$ cat src/hdl/distinct_window_marker_detect_defines.svh
// ----------------------------------------------------------------------------
// Assertion macros for the distinct window marker detector
// Shared concurrent assertion forms, clocked on clk and disabled in reset.
// ----------------------------------------------------------------------------
`ifndef DISTINCT_WINDOW_MARKER_DETECT_DEFINES_SVH
`define DISTINCT_WINDOW_MARKER_DETECT_DEFINES_SVH

// Same-cycle implication checked at every rising edge out of reset.
`define DWMD_ASSERT_NOW(label, ante, cons, msg) \
    label: assert property (@(posedge clk) disable iff (!rst_n) (ante) |-> (cons)) \
        else $error(msg);

// Next-cycle implication checked at every rising edge out of reset.
`define DWMD_ASSERT_NEXT(label, ante, cons, msg) \
    label: assert property (@(posedge clk) disable iff (!rst_n) (ante) |=> (cons)) \
        else $error(msg);

`endif

$ cat src/hdl/dwmd_pkg.sv
// ----------------------------------------------------------------------------
// dwmd_pkg
// Shared constants and types of the distinct window marker detector.
// ----------------------------------------------------------------------------
package dwmd_pkg;

    localparam int MAX_WINDOW_DEF = 32;
    localparam int POS_BITS_DEF   = 16;

    localparam int SYM_W       = 8;
    localparam int NUM_SYMBOLS = 256;
    localparam int MARKER_W    = 16;
    localparam int WL_W        = 6;
    localparam int CFG_ADDR_W  = 3;
    localparam int CFG_DATA_W  = 32;

    localparam logic [WL_W-1:0] WL_RESET = 6'd4;

    // Register index, taken from paddr[2].
    localparam logic REG_WINDOW_LENGTH = 1'b0;

    // Result handed from the scan stage to the output register.
    typedef struct packed {
        logic                valid;
        logic                found;
        logic [MARKER_W-1:0] marker_end;
    } scan_result_t;

    // Handshake status of the scan stage.
    typedef struct packed {
        logic busy;
        logic fire;
        logic ready;
    } scan_status_t;

endpackage

$ cat src/hdl/dwmd_cfg.sv
// ----------------------------------------------------------------------------
// dwmd_cfg
// APB register file holding the window length.
// ----------------------------------------------------------------------------
module dwmd_cfg
    import dwmd_pkg::*;
(
    input  logic                  clk,
    input  logic                  rst_n,
    input  logic                  psel,
    input  logic                  penable,
    input  logic                  pwrite,
    input  logic [CFG_ADDR_W-1:0] paddr,
    input  logic [CFG_DATA_W-1:0] pwdata,
    output logic [CFG_DATA_W-1:0] prdata,
    output logic                  pready,
    output logic [WL_W-1:0]       window_length
);

    logic [WL_W-1:0] wl_reg;
    logic            wr_en;

    assign pready = 1'b1;
    assign wr_en  = psel && penable && pwrite && (paddr[2] == REG_WINDOW_LENGTH);

    always_ff @(posedge clk or negedge rst_n)
    begin
        if (!rst_n)
        begin
            wl_reg <= WL_RESET;
        end
        else if (wr_en)
        begin
            wl_reg <= pwdata[WL_W-1:0];
        end
    end

    always_comb
    begin
        prdata = '0;
        if (paddr[2] == REG_WINDOW_LENGTH)
        begin
            prdata = CFG_DATA_W'(wl_reg);
        end
    end

    assign window_length = wl_reg;

endmodule

$ cat config.mk
export PLATFORM = sky130hd
export DESIGN_NAME = dwmd_cfg
export DESIGN_NICKNAME = d
export VERILOG_FILES = /design/src/hdl/distinct_window_marker_detect_defines.svh /design/src/hdl/dwmd_pkg.sv /design/src/hdl/dwmd_cfg.sv
export SDC_FILE = /design/constraint.sdc
export NUM_CORES = 1
export LEC_CHECK = 0
export BUFFER_PORTS_ARGS = -buffer_cell sky130_fd_sc_hd__buf_2
export CAP_MARGIN = 10
export CORE_AREA = 5 5 51 53
export CTS_CLUSTER_DIAMETER = 50
export DETAILED_ROUTE_END_ITERATION = 8
export DIE_AREA = 0 0 56 58
export PLACE_DENSITY = 0.73
export SYNTH_ARGS = -nofsm -noshare
export SYNTH_HDL_FRONTEND = slang
export SYNTH_SLANG_ARGS = --single-unit
$ cat constraint.sdc
create_clock -name clk -period 0.8 [get_ports clk]
set_input_delay 0.08 -clock clk [delete_from_list [all_inputs] [get_ports clk]]
set_output_delay 0.08 -clock clk [all_outputs]
set_load 0.05 [all_outputs]
==> run_results.csv <==
group,metric,value,unit
outcome,outcome,"complete, but fails checks",
timing,setup_slack,-0.3349,ns
job,maxCapViolations,0,
setup_path,crit_slowest_cell,"dfstp_2",
timing,fmax,881.2,MHz
floorplan,io_pins,79,
routing,routed_wirelength,1191,um
power,power_leakage,0.4529,nW
min_path,hold_path_class,"input port to flop",
clock_tree,cts_made_buffers,3,
power,ir_drop,0.8704,mV
global_route,grt_max_degree,7,
floorplan,die_y,58,um
setup_path,reg2reg_slack,-0.21,ns
yosys,ys_seq_elements,6,
clock_tree,worstSkewPairLatency,0.25,ns
timing,grt_setup_unrepaired,"yes",
timing,whs,0.06977,ns
finish,layout_common_cells,"conb_1 (27), buf_6 (12), buf_2 (11), buf_8 (7), and2b_4 (6)",
finish,ff_latch_area,157.7,sq um
timing,final.setup.tns,-3.348,ns
place,dpl_cell_area,594.3,sq um
power,p_per_area,2652,nW/um^2
yosys,yosys_warnings,0,
clock_tree,clockRootBuffer,"clkbuf_4",
yosys,synth_cells,48,
finish,nets,126,
yosys,syn_area,505.5,sq um
clock_tree,h-tree-depth,1,
timing,hold_viol_final,0,
timing,period_needed,1.135,ns
timing,post-route-period-util,1.419,
setup_path,end_kind,"output pin",
setup_path,cp_slowest_stage_delay,0.52,ns
timing,finalClockSkew,0,ns
min_path,worst_hold_path.endpoint,"window_length[5]$_DFFE_PN0P_",
finish,drive_above_1_share,0.6588,
place,gp_congestion,0.6120,
clock_tree,cts_buffer_depth,2,
floorplan,coreArea,2106,sq um
setup_path,r2r-end,"window_length[4]$_DFFE_PN0P_",
timing,drv_slew,0,
clock_tree,cts.sinks,6,
finish,final_common_cell,"conb_1",
routing,wl_per_cell,10.54,um
min_path,hold_start,"pwdata[5]",
setup_path,crit_required,0.72,ns
yosys,ys_seq_area_frac,0.2995,
routing,drc,0,
finish,fillers,213,
power,power.total,0.002190,W
global_route,grt_pass1_vias,340,
global_route,antenna_found_initial,0,
finish,syn_to_final_growth,63.37,%
setup_path,regToRegStartpoint,"window_length[4]$_DFFE_PN0P_",
finish,fin_util,0.3922,
finish,largest_register_ffs,6,
finish,diodes,0,
routing,drt-pass1-iter-count,2,
setup_path,worstSetupStartpointType,"flop",
min_path,hold_depth,2,
global_route,grt_pass1_wl,1580,um
floorplan,rows,17,
place,io_buffers,23,
global_route,overflow,0,
timing,finalSetupViolations,17,
yosys,synth.distinct_cells,7,
routing,dr.first_iter.drc_count,3,
finish,multi_input_area,271.5,sq um
clock_tree,tritoncts,"done",
setup_path,cp_max_fo,2,
setup_path,arrival,1.05,ns
global_route,grt_usage,0.06543,
yosys,synth.avg_cell_area,10.53,sq um
outcome,violations,"setup timing",
setup_path,critPathKind,"flop to output pin",
routing,ant_nets,0,
finish,finalInstanceArea,825.8,sq um
setup_path,rr_worst_depth,3,
floorplan,start_util,0.2400,
floorplan,die_width,56,um
setup_path,path_cells,"and2b_4 > buf_8",
routing,vias,372,
floorplan,die_area,3248,sq um
clock_tree,clk_pin_slew,0.05,ns
routing,via_per_inst,3.292,
## cells in the mapped netlist, drive strengths merged
cell | n | area [sq um]
dfstp | 1 | 26.28
conb | 2 | 7.510
dfrtp | 5 | 125.1
mux2 | 6 | 67.56
buf | 27 | 202.7
nand4b | 1 | 23.77
and2b | 6 | 52.55
## where the power goes
group	internal (W)	leakage (nW)	total [W]	switching, W
Sequential	0.000391	0.0651	0.000449	0.0000580
Combinational	0.000595	0.373	0.00144	0.000846
Clock	0.000189	0.0150	0.000300	0.000111
Total	0.00117	0.453	0.00219	0.00102
## worst max path at each step
stage                                             from   endpoint  slack [ns]  cells past startpoint
final                     window_length[2]$_DFFE_PN1P_  prdata[2]       -0.33                      2
after global routing      window_length[2]$_DFFE_PN1P_  prdata[2]       -0.38                      2
after CTS                 window_length[2]$_DFFE_PN1P_  prdata[2]       -0.34                      2
after detailed placement  window_length[2]$_DFFE_PN1P_  prdata[2]       -0.18                      2
after global placement    window_length[2]$_DFFE_PN1P_  prdata[2]       -0.17                      2
after floorplan           window_length[2]$_DFFE_PN1P_  prdata[2]       -0.26                      1
## stage by stage
step / setup WS, ns / std cells
global placement: -0.1708 / 99
floorplan: -0.2560 / 73
finish: -0.3349 / 113
CTS: -0.3368 / 108
detailed placement: -0.1786 / 99
global route: -0.3753 / 113
## cell type report
cell class / instances / share of cell area
timing repair buffer: 35 / 0.4061
multi-input combinational: 40 / 0.3288
sequential: 6 / 0.1909
tap: 28 / 0.04242
clock buffer: 4 / 0.03182
## routing by layer
| layer | global-route usage | share of wire | up-vias |
|---|---|---|---|
| met4 | 0.05085 | 0 | 0 |
| met1 | 0.06409 | 0.31 | 175 |
| met2 | 0.1119 | 0.57 | 25 |
| li1 | - | - | 172 |
| met5 | 0 | 0 | - |
| met3 | 0.02450 | 0.12 | 0 |
## kinds of logic (layout without fill, tap and decap cells)
kind of cell | Yosys count | after routing | synth area share
AND/OR/NAND/NOR | 7 | 7 | 0.1510
other | 2 | 27 | 0.01486
flip-flops | 6 | 6 | 0.2995
buffers and inverters | 27 | 39 | 0.4010
multiplexers | 6 | 6 | 0.1337
## worst max-delay path: cells and delay by family, from the launching register on
family                 cells  cell delay [ns]
AND/OR/NAND/NOR            1             0.15
buffers and inverters      1             0.14
flip-flops                 1             0.52
## timing repair
action | in CTS | in global routing
hold buffers | 1 | 0
gates resized for setup | 27 | 11
pin swaps | 0 | 0
endpoints found under the setup margin | 12 | 18
setup buffers | 4 | 5
hold endpoints to repair | 6 | 0
(Power assumes the default switching activity.)
