**src/hdl/distinct_window_marker_detect_defines.svh**
```systemverilog
// ----------------------------------------------------------------------------
// Assertion macros for the distinct window marker detector
// Shared concurrent assertion forms, clocked on clk and disabled in reset.
// ----------------------------------------------------------------------------
`ifndef DISTINCT_WINDOW_MARKER_DETECT_DEFINES_SVH
`define DISTINCT_WINDOW_MARKER_DETECT_DEFINES_SVH

// Same-cycle implication checked at every rising edge out of reset.
`define DWMD_ASSERT_NOW(label, ante, cons, msg) \
    label: assert property (@(posedge clk) disable iff (!rst_n) (ante) |-> (cons)) \
        else $error(msg);

// Next-cycle implication checked at every rising edge out of reset.
`define DWMD_ASSERT_NEXT(label, ante, cons, msg) \
    label: assert property (@(posedge clk) disable iff (!rst_n) (ante) |=> (cons)) \
        else $error(msg);

`endif

```
**src/hdl/dwmd_pkg.sv**
```systemverilog
// ----------------------------------------------------------------------------
// dwmd_pkg
// Shared constants and types of the distinct window marker detector.
// ----------------------------------------------------------------------------
package dwmd_pkg;

    localparam int MAX_WINDOW_DEF = 32;
    localparam int POS_BITS_DEF   = 16;

    localparam int SYM_W       = 8;
    localparam int NUM_SYMBOLS = 256;
    localparam int MARKER_W    = 16;
    localparam int WL_W        = 6;
    localparam int CFG_ADDR_W  = 3;
    localparam int CFG_DATA_W  = 32;

    localparam logic [WL_W-1:0] WL_RESET = 6'd4;

    // Register index, taken from paddr[2].
    localparam logic REG_WINDOW_LENGTH = 1'b0;

    // Result handed from the scan stage to the output register.
    typedef struct packed {
        logic                valid;
        logic                found;
        logic [MARKER_W-1:0] marker_end;
    } scan_result_t;

    // Handshake status of the scan stage.
    typedef struct packed {
        logic busy;
        logic fire;
        logic ready;
    } scan_status_t;

endpackage

```
**src/hdl/dwmd_pos_ram.sv**
```systemverilog
// ----------------------------------------------------------------------------
// dwmd_pos_ram
// Last-seen position table, one write and one registered read per cycle.
// ----------------------------------------------------------------------------
module dwmd_pos_ram
    import dwmd_pkg::*;
#(
    parameter int POS_BITS = POS_BITS_DEF
)
(
    input  logic                clk,
    input  logic                rd_en,
    input  logic [SYM_W-1:0]    rd_addr,
    output logic [POS_BITS-1:0] rd_data,
    input  logic                wr_en,
    input  logic [SYM_W-1:0]    wr_addr,
    input  logic [POS_BITS-1:0] wr_data
);

    logic [POS_BITS-1:0] mem [NUM_SYMBOLS];
    logic [POS_BITS-1:0] rd_data_reg;

    always_ff @(posedge clk)
    begin
        if (wr_en)
        begin
            mem[wr_addr] <= wr_data;
        end
    end

    // Read-before-write; the scan stage forwards a colliding write.
    always_ff @(posedge clk)
    begin
        if (rd_en)
        begin
            rd_data_reg <= mem[rd_addr];
        end
    end

    assign rd_data = rd_data_reg;

endmodule

```
**config.mk**
```make
export PLATFORM = sky130hd
export DESIGN_NAME = dwmd_pos_ram
export DESIGN_NICKNAME = d
export VERILOG_FILES = /design/src/hdl/distinct_window_marker_detect_defines.svh /design/src/hdl/dwmd_pkg.sv /design/src/hdl/dwmd_pos_ram.sv
export SDC_FILE = /design/constraint.sdc
export NUM_CORES = 2
export LEC_CHECK = 0
export BUFFER_PORTS_ARGS = -buffer_cell sky130_fd_sc_hd__buf_2
export CAP_MARGIN = 20
export CORE_MARGIN = 2
export CORE_UTILIZATION = 40
export DETAILED_ROUTE_END_ITERATION = 7
export GPL_ROUTABILITY_DRIVEN = 0
export PLACE_DENSITY = 0.56
export RECOVER_POWER = 100
export SETUP_SLACK_MARGIN = 0.05
export SYNTH_ARGS = -nofsm -noshare
export SYNTH_HDL_FRONTEND = slang
export SYNTH_SLANG_ARGS = --single-unit
```
**constraint.sdc**
```tcl
create_clock -name clk -period 2.78 [get_ports clk]
set_input_delay 0.417 -clock clk [delete_from_list [all_inputs] [get_ports clk]]
set_output_delay 0.417 -clock clk [all_outputs]
set_load 0.01 [all_outputs]
```
==> results.md <==
* Crit path from: mem[11][14]
* Max Cap Viol at 23
* Wirelength, routed at 442300 um
* Rows at 231
* Initial Util at 40.15%
* Yosys top cell area share at 77.72%
* Reg2reg setup slack at 20 ps
* Failing checks: capacitance limit, slew limit
* Overflow after GRT at 0
* Pin count of the biggest net entering global routing at 108
* Critical path required time at 3500 ps
* Area leader, netlist: edfxtp_1
* Nets@finish at 8491
* WHS Path Cells at 4
* Combinational share of power at 5.5%
* CP Launch Type: flop
* Worst-path maximum fanout at 1
* Io pins at 51
* # DRC at 0
* Pwr dens at 710.4 mW/mm^2
* Insertion delay to the later sink of the worst-skew pair at 980 ps
* Leakage at 0.05957 uW
* Clk network pwr share at 42.7%
* Tmin final at 2756 ps
* Final Power at 132300 uW
* Util after Layout at 47.06%
* Max FFs per register at 4096
* Crit-path max cell delay at 550 ps
* Total number of vias at 81220
* Die Y at 634.2 um
* Final setup fails at 0
* HP Class: in2reg
* Post-CTS Setup Repair Bufs at 0
* P_int at 104100 uW
* Async SR Flop Fraction at 0%
* Reg power frac at 51.8%
* Routed length on met1 at 181800 um
* Die Width at 634.2 um
* Post-route ant nets at 0
* Synth top cells by count: 4112 x edfxtp_1, 797 x mux4_2, 565 x mux2i_1
* Kind of critical path: reg2reg
* Area Growth Syn to Fin at 17.21%
* Post-synthesis area per instance at 21.59 sq um
* DR top layer: met5
* Post-DP HPWL at 280400 um
* Endpoint class of the critical path: flop
* Initial antenna violation count at 32
* Cells on worst reg2reg path at 8
* Synth top area cells: edfxtp_1 78%, mux4_2 11%, mux2i_1 3.6%
* Clock skew at 48.81 ps
* WL met2 at 210400 um
* Full die area at 0.4022 sq mm
* Setup slack after layout at 24.33 ps
* Clock Sinks at 4112
* DR pass1 iterations at 6
* Reg-to-Reg Start: mem[11][14]
* Worst path slowest cell: a22oi_2
* Post-synthesis sequential area ratio at 77.72%
* Top delay family on crit path: compound AO/OA/AOI/OAI gates
* Fin. max-slew vios at 963
* CTS tree: yes
* First DRT Iteration DRCs at 9339
* Final Hold Vio Count at 0
* Predominant post-synthesis flop cell: edfxtp_1
* GRT Overall Usage at 21.74%
* Max VDD drop at 0.0005672 V
* Mapped cell area at 0.1589 sq mm
* Final TNS setup at 0 ps
* Placed cells at 13260
* Crit path buf inv count at 2
* RSZ-0062 raised after global routing: yes
* Share of layout cells above drive strength 1 at 28.31%
* Tightest Pin Transition at 2662 ps
* Arrival time at the worst endpoint at 3480 ps
* First-pass GRT wire length at 621300 um
* Status: finished, violations left
* Clock tree buffer depth at 4
* FF-to-FF End: rd_data[14]
* Most common cell in the netlist: edfxtp_1
* Core ar. at 0.3957 sq mm
* Root Driver: clkbuf_16
* Switching share of power at 21.33%
* P_sw at 28220 uW
* Number of synthesized flops with an enable pin at 4112
* CTS Buf Count at 416
* Max frequency at 0.3629 GHz
* H-tree depth at 5
* Routed length on met3 at 33500 um
* Yosys Warn Count at 0
* Mapped Cells at 7360
* Port Buf Inserts at 50
* Hold path endpoint: mem[215][2]
* Number of global-route vias before repair at 81220
* Avg Vias per Cell at 5.776
* Netlist cell types at 51
* Hold path start: wr_addr[6]
* Final Non-Filler Cells at 14060
* Max-slew headroom at -77.46%
* Clock slew at reported path FFs at 60 ps
* Post-Place Setup Slack at -1511 ps
* Average wire per standard cell at 31.46 um
* Fillers at 32500
* Register bit total from synthesis at 4112
* Period Utilization, post-route at 99.12%
* CP Cell Sequence: mux4_2 > mux2_4 > a22oi_2 > buf_4 > nand2_2 > o32ai_2 > buf_6 > nor4_4
* Syn Nets at 7395
[power groups by stage]
stage | sequential [uW] | clock [uW] | combinational [uW]
after global placement | 69800 | 0 | 7270
after global routing | 68500 | 59800 | 7670
after floorplan | 69700 | 0 | 3370
after detailed placement | 69800 | 0 | 7370
after CTS | 68500 | 57400 | 7430
final | 68500 | 56500 | 7320
[worst max-delay path by stage]
stage | cells after the start | to | slack, ps
3_5_place_dp | 12 | rd_data[10] | -1510
3_3_place_gp | 12 | rd_data[10] | -1500
4_1_cts | 12 | rd_data[10] | 50
5_1_grt | 6 | rd_data[1] | 10
6_report | 8 | rd_data[14] | 20
2_1_floorplan | 8 | rd_data[4] | 110
[cell usage in the layout, fill, tap and decap left out, types with 26 or more instances in the layout]
cell type  Yosys  layout
o21ai_0       37      37
nor2_2         0      79
buf_12         5     145
nor3_1        92      85
buf_4         26     563
clkbuf_16      0     424
a22oi_1       43      40
clkinv_1       0      92
o221ai_1     252     252
o22ai_1      148     146
a221oi_1      28      26
mux2i_1      565     564
a21oi_1      175     174
mux2_2        88      87
clkbuf_1     230     302
mux4_2       797     797
clkbuf_2       0     145
nand4_1       26      26
nand2_1       38      37
edfxtp_1    4112    4112
bufinv_16      0      53
nor2_1       304     223
a22o_1        32      31
nand3_1       35      33
clkinv_2       0      64
[tightest hold or removal path, cell delays in order]
cell,delay (ps)
buf_2,140
nand3_1,80
buf_4,290
nor2_1,140
[cell families after synthesis]
kind of cell	Yosys count	share of synthesized area [%]
DFF	4112	77.72
muxes	1450	15.48
AOI/OAI and AO/OA	786	3.534
and+or+nand+nor	556	1.573
buffers and inverters	456	1.692
[metrics by stage]
step | instance area [sq um] | hold slack [ps]
2_1_floorplan | 158900 | 515.9
3_3_place_gp | 173900 | 794.1
3_5_place_dp | 173900 | 802.4
4_1_cts | 187900 | 142.1
5_1_grt | 186200 | 297.9
6_report | 186200 | 295.1
[layer usage]
| metal | GRT usage (%) | vias up |
|---|---|---|
| met5 | 0 | - |
| li1 | - | 33570 |
| met2 | 34.76 | 3264 |
| met3 | 3.530 | 620 |
| met4 | 7.393 | 6 |
| met1 | 30.39 | 43770 |
[final cells by class]
type | instances | area, sq um | share of cell area (%)
Antenna cell | 18 | 45.04 | 0.02419
Clock buffer | 500 | 10900 | 5.851
Clock inverter | 263 | 2813 | 1.510
Inverter | 4 | 27.53 | 0.01478
Multi-Input combinational cell | 2792 | 33190 | 17.82
Sequential cell | 4112 | 123500 | 66.31
Tap cell | 5242 | 6559 | 3.522
Timing Repair Buffer | 1130 | 9213 | 4.947
[timing repair]
| action | in CTS | in global routing |
|---|---|---|
| hold buffers | 17 | 0 |
| pin swaps | 5 | 7 |
| hold endpoints to repair | 513 | 0 |
| cloned | 1 | 0 |
| setup endpoints to repair | 4 | 7 |
| resized for setup | 22 | 15 |
Note: power is estimated with default switching activity, not from simulation.
