`src/hdl/distinct_window_marker_detect_defines.svh`:
```
// ----------------------------------------------------------------------------
// Assertion macros for the distinct window marker detector
// Shared concurrent assertion forms, clocked on clk and disabled in reset.
// ----------------------------------------------------------------------------
`ifndef DISTINCT_WINDOW_MARKER_DETECT_DEFINES_SVH
`define DISTINCT_WINDOW_MARKER_DETECT_DEFINES_SVH

// Same-cycle implication checked at every rising edge out of reset.
`define DWMD_ASSERT_NOW(label, ante, cons, msg) \
    label: assert property (@(posedge clk) disable iff (!rst_n) (ante) |-> (cons)) \
        else $error(msg);

// Next-cycle implication checked at every rising edge out of reset.
`define DWMD_ASSERT_NEXT(label, ante, cons, msg) \
    label: assert property (@(posedge clk) disable iff (!rst_n) (ante) |=> (cons)) \
        else $error(msg);

`endif

```
`src/hdl/dwmd_pkg.sv`:
```
// ----------------------------------------------------------------------------
// dwmd_pkg
// Shared constants and types of the distinct window marker detector.
// ----------------------------------------------------------------------------
package dwmd_pkg;

    localparam int MAX_WINDOW_DEF = 32;
    localparam int POS_BITS_DEF   = 16;

    localparam int SYM_W       = 8;
    localparam int NUM_SYMBOLS = 256;
    localparam int MARKER_W    = 16;
    localparam int WL_W        = 6;
    localparam int CFG_ADDR_W  = 3;
    localparam int CFG_DATA_W  = 32;

    localparam logic [WL_W-1:0] WL_RESET = 6'd4;

    // Register index, taken from paddr[2].
    localparam logic REG_WINDOW_LENGTH = 1'b0;

    // Result handed from the scan stage to the output register.
    typedef struct packed {
        logic                valid;
        logic                found;
        logic [MARKER_W-1:0] marker_end;
    } scan_result_t;

    // Handshake status of the scan stage.
    typedef struct packed {
        logic busy;
        logic fire;
        logic ready;
    } scan_status_t;

endpackage

```
`src/hdl/dwmd_scan.sv`:
```
// ----------------------------------------------------------------------------
// dwmd_scan
// Window update stage: valid bits, forwarding and per-line search state.
// ----------------------------------------------------------------------------
module dwmd_scan
    import dwmd_pkg::*;
#(
    parameter int MAX_WINDOW = MAX_WINDOW_DEF,
    parameter int POS_BITS   = POS_BITS_DEF
)
(
    input  logic                clk,
    input  logic                rst_n,
    input  logic                in_fire,
    input  logic [SYM_W-1:0]    in_symbol,
    input  logic                in_first,
    input  logic                in_last,
    input  logic                room,
    input  logic [WL_W-1:0]     window_length,
    input  logic [POS_BITS-1:0] rd_data,
    output logic                wr_en,
    output logic [SYM_W-1:0]    wr_addr,
    output logic [POS_BITS-1:0] wr_data,
    output scan_result_t        result,
    output scan_status_t        status
);

    localparam int NEED_W = $clog2(MAX_WINDOW + 1);
    localparam int CMP_W  = (POS_BITS > NEED_W) ? POS_BITS : NEED_W;
    localparam logic [POS_BITS-1:0] POS_MAX = {POS_BITS{1'b1}};

    // Item held in the stage, its read data arriving from the table.
    logic                   b_valid_reg;
    logic [SYM_W-1:0]       b_sym_reg;
    logic                   b_first_reg;
    logic                   b_last_reg;

    // Last table write when it coincided with this item's read.
    logic                   fwd_valid_reg;
    logic [SYM_W-1:0]       fwd_sym_reg;
    logic [POS_BITS-1:0]    fwd_pos_reg;

    logic [POS_BITS-1:0]    wb_reg;
    logic [POS_BITS-1:0]    pos_reg;
    logic                   done_reg;
    logic [NUM_SYMBOLS-1:0] sv_reg;

    logic [NEED_W-1:0]      need;
    logic                   done0;
    logic [POS_BITS-1:0]    wb0;
    logic [POS_BITS-1:0]    pos0;
    logic [NUM_SYMBOLS-1:0] sv0;
    logic                   hit;
    logic [POS_BITS-1:0]    last_pos;
    logic                   rec;
    logic [POS_BITS-1:0]    wb_new;
    logic [POS_BITS-1:0]    pos_inc;
    logic [POS_BITS-1:0]    run_len;
    logic                   hit_found;
    logic                   has_result;
    logic                   fire;
    logic [31:0]            pos_inc_w;

    always_comb
    begin
        if (window_length == '0)
        begin
            need = NEED_W'(1);
        end
        else if (32'(window_length) > MAX_WINDOW)
        begin
            need = NEED_W'(MAX_WINDOW);
        end
        else
        begin
            need = NEED_W'(window_length);
        end
    end

    always_comb
    begin
        // A line start clears the search state before the byte is handled.
        done0 = b_first_reg ? 1'b0 : done_reg;
        wb0   = b_first_reg ? '0 : wb_reg;
        pos0  = b_first_reg ? '0 : pos_reg;
        sv0   = b_first_reg ? '0 : sv_reg;

        hit      = sv0[b_sym_reg];
        last_pos = (fwd_valid_reg && (fwd_sym_reg == b_sym_reg)) ? fwd_pos_reg : rd_data;
        rec      = !done0 && (pos0 != POS_MAX);

        wb_new = wb0;
        if (hit && (last_pos >= wb0))
        begin
            wb_new = last_pos + POS_BITS'(1);
        end

        pos_inc    = pos0 + POS_BITS'(1);
        run_len    = pos_inc - wb_new;
        hit_found  = rec && (CMP_W'(run_len) >= CMP_W'(need));
        has_result = !done0 && (hit_found || b_last_reg);
        fire       = b_valid_reg && (!has_result || room);
        pos_inc_w  = 32'(pos_inc);
    end

    always_ff @(posedge clk or negedge rst_n)
    begin
        if (!rst_n)
        begin
            b_valid_reg   <= 1'b0;
            fwd_valid_reg <= 1'b0;
            wb_reg        <= '0;
            pos_reg       <= '0;
            done_reg      <= 1'b0;
            sv_reg        <= '0;
        end
        else
        begin
            if (in_fire)
            begin
                b_valid_reg   <= 1'b1;
                fwd_valid_reg <= fire && rec;
            end
            else if (fire)
            begin
                b_valid_reg <= 1'b0;
            end

            if (fire)
            begin
                wb_reg   <= rec ? wb_new : wb0;
                pos_reg  <= rec ? pos_inc : pos0;
                done_reg <= done0 || has_result;
                sv_reg   <= sv0 | (rec ? (NUM_SYMBOLS'(1) << b_sym_reg) : '0);
            end
        end
    end

    always_ff @(posedge clk)
    begin
        if (in_fire)
        begin
            b_sym_reg   <= in_symbol;
            b_first_reg <= in_first;
            b_last_reg  <= in_last;
            fwd_sym_reg <= b_sym_reg;
            fwd_pos_reg <= pos0;
        end
    end

    assign wr_en   = fire && rec;
    assign wr_addr = b_sym_reg;
    assign wr_data = pos0;

    assign result.valid      = fire && has_result;
    assign result.found      = hit_found;
    assign result.marker_end = hit_found ? pos_inc_w[MARKER_W-1:0] : '0;

    assign status.busy  = b_valid_reg;
    assign status.fire  = fire;
    assign status.ready = !b_valid_reg || fire;

endmodule

```
`config.mk`:
```
export PLATFORM = sky130hd
export DESIGN_NAME = dwmd_scan
export DESIGN_NICKNAME = d
export VERILOG_FILES = /design/src/hdl/distinct_window_marker_detect_defines.svh /design/src/hdl/dwmd_pkg.sv /design/src/hdl/dwmd_scan.sv
export SDC_FILE = /design/constraint.sdc
export NUM_CORES = 1
export LEC_CHECK = 0
export ABC_AREA = 1
export BUFFER_PORTS_ARGS = -buffer_cell sky130_fd_sc_hd__buf_4
export CAP_MARGIN = 10
export CORE_ASPECT_RATIO = 1.25
export CORE_UTILIZATION = 56
export DETAILED_ROUTE_END_ITERATION = 6
export PLACE_DENSITY = 0.76
export SKIP_LAST_GASP = 1
export SYNTH_ARGS = -nofsm -noshare
export SYNTH_HDL_FRONTEND = slang
export SYNTH_SLANG_ARGS = --single-unit
export TNS_END_PERCENT = 30
```
`constraint.sdc`:
```
create_clock -name clk -period 6.9 [get_ports clk]
set_input_delay 1.035 -clock clk [delete_from_list [all_inputs] [get_ports clk]]
set_output_delay 1.035 -clock clk [all_outputs]
set_load 0.1 [all_outputs]
```
==> flow_metrics.env, run 1 <==
export IMPL_outcome="finished, violations left"
export IMPL_violations="negative setup slack"
export IMPL_drt_initial_drc_count=3162
export IMPL_dieArea_um2=42500
export IMPL_setup_viol=18
export IMPL_r2r_setup_slack_ns=0.23
export IMPL_placed_area_um2=24000
export IMPL_endpoint_kind="output port"
export IMPL_crit_slowest_cell="edfxtp_1"
export IMPL_antenna_found_initial=0
export IMPL_ctsLongestPathBuffers=3
export IMPL_synth_area_um2=23400
export IMPL_ant_nets=0
export IMPL_dp_hpwl_mm=46.5
export IMPL_hold_path_class="in -> async"
export IMPL_wirelength_mm=81.8
export IMPL_ys_dominant_reg_cell="dfrtp_1"
export IMPL_path_clk_slew_ns=0.06
export IMPL_ys_seq_elements=325
export IMPL_rsz0062_at_grt="true"
export IMPL_start_kind="flop"
export IMPL_synthArstFlopShare_pct=89.5
export IMPL_hold_buffers=0
export IMPL_worst_path_largest_cell_delay_ns=0.46
export IMPL_dp_cells=3867
export IMPL_antennaDiodeCount=0
export IMPL_postSynthAreaPerCell_um2=6.78
export IMPL_crit_type="reg -> out"
export IMPL_worst_path_max_fanout=28
export IMPL_drive_gt1_share_pct=12.3
export IMPL_path_delay_family="simple AND/OR/NAND/NOR gates"
export IMPL_synth_cells=3447
export IMPL_crit_top_cell="nand2_1"
export IMPL_ios=82
export IMPL_drc=0
export IMPL_final_area_um2=26200
export IMPL_grt_max_degree=230
export IMPL_post_place_ws_ns=0.0743
export IMPL_drv_cap=0
export IMPL_area_growth_syn_to_layout_pct=12.1
export IMPL_num_vias=25400
export IMPL_fin_nets=3478
export IMPL_grt_pass1_vias=23900
export IMPL_grt_total_usage_pct=38.1
export IMPL_slew_violations=0
export IMPL_tightestPinTransition_ns=1.30
export IMPL_core_area_um2=41100
export IMPL_synth_edf_count=34
export IMPL_grt_ovfl_total=0
export IMPL_wl_per_cell_um=20.5
export IMPL_yosys_warnings=0
export IMPL_initial_core_util_pct=56.8
export IMPL_layout_min_cycle_time_ns=6.99
export IMPL_ir_drop_mv=0.219
export IMPL_crit_arrival_ns=5.96
export IMPL_cts_num_sinks=325
export IMPL_port_buffers=81
export IMPL_synth_nets=3517
export IMPL_cts_tree="done"
export IMPL_clk_latency_ns=0.58
export IMPL_grt_pass1_wl_mm=128
export IMPL_largest_reg_flops=256
export IMPL_ys_seq_area_share_pct=35.5
export IMPL_cp_required_ns=5.86
export IMPL_synth_distinct_cells=41
export IMPL_totalPowerFinal_mw=5.97
export IMPL_globalplace_congestion=0.964
export IMPL_stdcell_count=3990
export IMPL_viasPerCell=6.37
export IMPL_path_buf_inv=8
export IMPL_max_freq_ghz=0.143
export IMPL_htree_levels=2
export IMPL_leakage_nw=12.6
export IMPL_die_w_um=185
export IMPL_setup_tns_ns=-0.324
export IMPL_dieHeight_um=230
export IMPL_fin_ws_ns=-0.0904
export IMPL_numCtsBuffers=38
export IMPL_n_fill_cell=3686
export IMPL_maxSlewHeadroom_pct=12.7
export IMPL_hold_violations=0
export IMPL_drt_first_pass_iters=7
export IMPL_ctsRootBufferMaster="clkbuf_16"
export IMPL_finalClockSkew_ns=0.0270
export IMPL_period_share_pct=101
export IMPL_rows=83
export IMPL_power_density_nw_per_um2=228
## metal layers
layer	routed length [um]	global-route usage (%)
met1	30300	46.8
met2	38100	61.2
met3	8160	7.11
met4	5160	25.1
met5	0	0
## logic make-up after synthesis
family                   Yosys count  synth area share [%]
AO/OA/AOI/OAI                    480                  13.7
XOR/XNOR                          21                 0.787
adder cells (fa/ha/maj)           34                  1.82
buffers and inverters            552                  11.3
flip-flops                       325                  35.5
AND/OR/NAND/NOR                 2035                  36.8
## stage by stage
step | util, % | hold slack, ns
detailed placement | 58.3 | 0.458
floorplan | - | 0.442
CTS | 62.7 | 0.472
global placement | 58.3 | 0.453
finish | 63.7 | 0.450
global route | 63.7 | 0.479
## worst paths after layout
kind | from | endpoint | cells past startpoint
max | wr_addr[1] | wr_en | 40
max in group asynchronous | rst_n | sv_reg[36] | 2
min | rst_n | pos_reg[1] | 1
min reg2reg | sv_reg[84] | sv_reg[84] | 2
max reg2reg | wr_addr[1] | sv_reg[79] | 42
min in group clk | sv_reg[84] | sv_reg[84] | 2
## cell type report
class | instances | area, um^2 | area share, %
clock buffer | 53 | 1100 | 4.20
sequential | 325 | 8310 | 31.7
inverter | 261 | 1000 | 3.82
timing repair inverter | 1 | 3.75 | 0.0143
tap | 552 | 691 | 2.64
multi-input combinational | 2570 | 13000 | 49.7
clock inverter | 17 | 105 | 0.401
timing repair buffer | 211 | 1960 | 7.47
## power breakdown
| part | total, mW | internal [mW] | switching [mW] |
|---|---|---|---|
| sequential | 2.05 | 2.00 | 0.0480 |
| clock | 2.02 | 1.15 | 0.865 |
| combinational | 1.90 | 0.553 | 1.35 |
## what timing repair did
item / 4_1_cts / 5_1_grt
setup endpoints to repair: 21 / 132
pin swaps: 35 / 44
cloned: 4 / 0
setup buffers: 29 / 21
resized for setup: 70 / 71
## worst reg2reg max path: cells and delay by family, from the launching register on
family	cells	cell delay, ns
AO/OA/AOI/OAI	4	0.62
XOR/XNOR	1	0.17
adder cells (fa/ha/maj)	2	0.37
buffers and inverters	10	2.30
flip-flops	1	0.46
AND/OR/NAND/NOR	25	2.68
## cell usage in the layout, fill, tap and decap left out, drive strengths merged, types with 50 or more instances in the layout
cell,synthesis,layout
a21oi,50,50
buf,157,209
clkbuf,121,53
dfrtp,291,291
inv,258,259
nand2,1258,1258
nand3,452,452
nand4,119,119
nor2,182,182
o21ai,166,166
o31ai,141,141
o32ai,99,99
## synth_stat cells (all sizes together) (4+ instances only)
library cell | n | share of area [%]
nor2 | 182 | 3.0
o32ai | 99 | 3.7
clkbuf | 121 | 1.9
inv | 258 | 4.1
dlygate4sd1 | 13 | 0.49
o41ai | 8 | 0.30
o21ai | 166 | 3.6
buf | 157 | 4.7
a21oi | 50 | 1.1
nor3 | 15 | 0.32
dfrtp | 291 | 31
nand4 | 119 | 3.2
nand3 | 452 | 9.8
o31ai | 141 | 4.5
nand3b | 4 | 0.13
edfxtp | 34 | 4.4
xor2 | 16 | 0.60
nand2 | 1258 | 20
a31o | 5 | 0.19
ha | 34 | 1.8
xnor2 | 5 | 0.19
No activity file was read; power rests on OpenSTA's default activity.
==> inputs of run 2 (changes only) <==
- CORE_UTILIZATION: 56 -> 40
- PLACE_DENSITY: 0.76 -> unset
==> run 2 against run 1 <==
Compared with the run above:
- the flow finishes with violations (design-rule violations, negative setup slack)
- count of clock-buffer cells in the layout is 6 higher
- global-route usage decreased by 10 points
- critical path depth decreased by 1
- sequential cell count unchanged
- clock skew rose by 0.0030 ns
- utilization is 17 points lower
- combinational power is essentially flat
- die area up 40%
- critical endpoint unchanged
- largest cell class unchanged
==> flow_metrics.env, run 2 (synthesis gave the netlist of run 1 again) <==
export IMPL_outcome="finished, violations left"
export IMPL_violations="design-rule violations, negative setup slack"
export IMPL_max_freq_ghz=0.144
export IMPL_fin_nets=3502
export IMPL_placed_area_um2=24300
export IMPL_antenna_found_initial=3
export IMPL_endpoint_kind="output port"
export IMPL_tightestPinTransition_ns=1.35
export IMPL_dieHeight_um=272
export IMPL_area_growth_syn_to_layout_pct=15.4
export IMPL_clk_latency_ns=0.58
export IMPL_drv_cap=0
export IMPL_path_delay_family="simple AND/OR/NAND/NOR gates"
export IMPL_ant_nets=0
export IMPL_grt_total_usage_pct=28.0
export IMPL_port_buffers=81
export IMPL_swShare_pct=37.4
export IMPL_setup_viol=2
export IMPL_grt_pass1_wl_mm=132
export IMPL_path_buf_inv=8
export IMPL_path_clk_slew_ns=0.06
export IMPL_crit_arrival_ns=5.89
export IMPL_cts_num_sinks=325
export IMPL_layout_common_cells="nand2_1 (1,224), nand3_1 (437), dfrtp_1 (290)"
export IMPL_ios=82
export IMPL_r2r_setup_slack_ns=0.37
export IMPL_fin_ws_ns=-0.0284
export IMPL_r2r_cells=37
export IMPL_numCtsBuffers=40
export IMPL_globalplace_congestion=0.943
export IMPL_setup_tns_ns=-0.0329
export IMPL_leakage_nw=12.8
export IMPL_rsz0062_at_grt="true"
export IMPL_cts_tree="done"
export IMPL_rows=98
export IMPL_grt_max_degree=178
export IMPL_clockPowerShare_pct=35.6
export IMPL_p_int_mw=3.87
export IMPL_htree_levels=2
export IMPL_maxSlewHeadroom_pct=9.44
export IMPL_final_util_pct=46.9
export IMPL_dp_hpwl_mm=48.5
export IMPL_initial_core_util_pct=40.6
export IMPL_wl_per_cell_um=20.5
export IMPL_r2r_start="wr_addr[0]"
export IMPL_seqPwrFrac_pct=33.2
export IMPL_worst_path_max_fanout=9
export IMPL_viasPerCell=5.82
export IMPL_slew_violations=0
export IMPL_final_area_um2=27000
export IMPL_dp_cells=4079
export IMPL_stdcell_count=4214
export IMPL_ctsLongestPathBuffers=3
export IMPL_switching_power_mw=2.31
export IMPL_grt_ovfl_total=0
export IMPL_finalClockSkew_ns=0.0299
export IMPL_crit_top_cell="nand2_1"
export IMPL_grt_pass1_vias=23100
export IMPL_drt_initial_drc_count=2732
export IMPL_drt_first_pass_iters=7
export IMPL_die_w_um=218
export IMPL_hold_path_class="in -> async"
export IMPL_n_fill_cell=5859
export IMPL_period_share_pct=100
export IMPL_drc=4
export IMPL_start_kind="flop"
export IMPL_final_common_cell="nand2_1"
export IMPL_wirelength_mm=86.2
export IMPL_core_area_um2=57500
export IMPL_hold_violations=0
export IMPL_cp_startpoint="wr_addr[0]"
export IMPL_ir_drop_mv=0.255
export IMPL_num_vias=24500
export IMPL_crit_type="reg -> out"
export IMPL_layout_min_cycle_time_ns=6.93
export IMPL_worst_path_largest_cell_delay_ns=0.49
export IMPL_worstReg2RegEnd="sv_reg[12]"
export IMPL_ctsRootBufferMaster="clkbuf_16"
export IMPL_post_place_ws_ns=0.209
export IMPL_crit_slowest_cell="edfxtp_1"
export IMPL_combPwrFrac_pct=31.2
export IMPL_power_density_nw_per_um2=229
export IMPL_drive_gt1_share_pct=13.1
export IMPL_largest_reg_flops=256
export IMPL_hold_buffers=0
export IMPL_dieArea_um2=59400
export IMPL_cp_required_ns=5.86
run 2: changes by cell type in the layout (fill, tap and decap cells not counted), moves of 7 or more:
cell,delta
nor2_4,+10
nand2_1,+8
buf_6,+7
clkbuf_16,+7
clkbuf_8,+7
clkinv_2,-7
run 2: what timing repair did:
item | CTS | global route
cloned | 2 | 7
setup endpoints to repair | 21 | 213
endpoints found under the hold margin | 0 | 0
setup buffers | 18 | 35
pin swaps | 20 | 44
resized for setup | 56 | 118
run 2: per-layer routing:
layer / part of all wire (%) / wire length, um / vias to the layer above / GRT usage, %
met1: 40 / 34100 / 11600 / 35.2
li1: - / - / 11600 / -
met5: 0.015 / 13 / - / 0
met2: 47 / 40800 / 1105 / 46.8
met4: 5.5 / 4720 / 2 / 14.0
met3: 7.7 / 6620 / 213 / 3.75
run 2: worst register-to-register path, delay by kind of cell, from the launching register on:
family / cells / cell delay [ns]
buffers and inverters: 9 / 2.36
adders and majority gates: 1 / 0.42
and+or+nand+nor: 26 / 2.99
AOI/OAI and AO/OA: 1 / 0.18
DFF: 1 / 0.49
run 2: power by group through the flow:
stage | combinational [mW] | sequential [mW] | clock (mW)
after global placement | 1.67 | 2.08 | 0
final | 1.93 | 2.05 | 2.20
after CTS | 1.75 | 2.05 | 2.24
after global routing | 2.08 | 2.06 | 2.32
after floorplan | 1.17 | 2.09 | 0
after detailed placement | 1.66 | 2.08 | 0
run 2: cell type report:
class	count	area [um^2]	share of cell area [%]
multi-input combinational	2570	13100	48.6
sequential	325	8310	30.8
timing repair buffer	233	2260	8.38
clock buffer	59	1210	4.50
inverter	261	1000	3.72
tap	750	938	3.48
clock inverter	14	138	0.510
timing repair inverter	1	6.26	0.0232
antenna	1	2.50	0.00928
run 2: how the worst max path moves through the flow:
| stage | slack [ns] | endpoint | cells after the start |
|---|---|---|---|
| after floorplan | -0.49 | wr_en | 45 |
| after global placement | 0.25 | wr_en | 40 |
| after detailed placement | 0.21 | result[16] | 41 |
| after CTS | 0.004 | wr_en | 36 |
| after global routing | -0.43 | wr_en | 43 |
| final | -0.03 | wr_en | 39 |
run 2: metrics by stage:
step,hold slack (ns),total power [mW]
2_1_floorplan,0.442,3.26
3_3_place_gp,0.453,3.75
3_5_place_dp,0.458,3.75
4_1_cts,0.473,6.04
5_1_grt,0.483,6.45
6_report,0.437,6.18
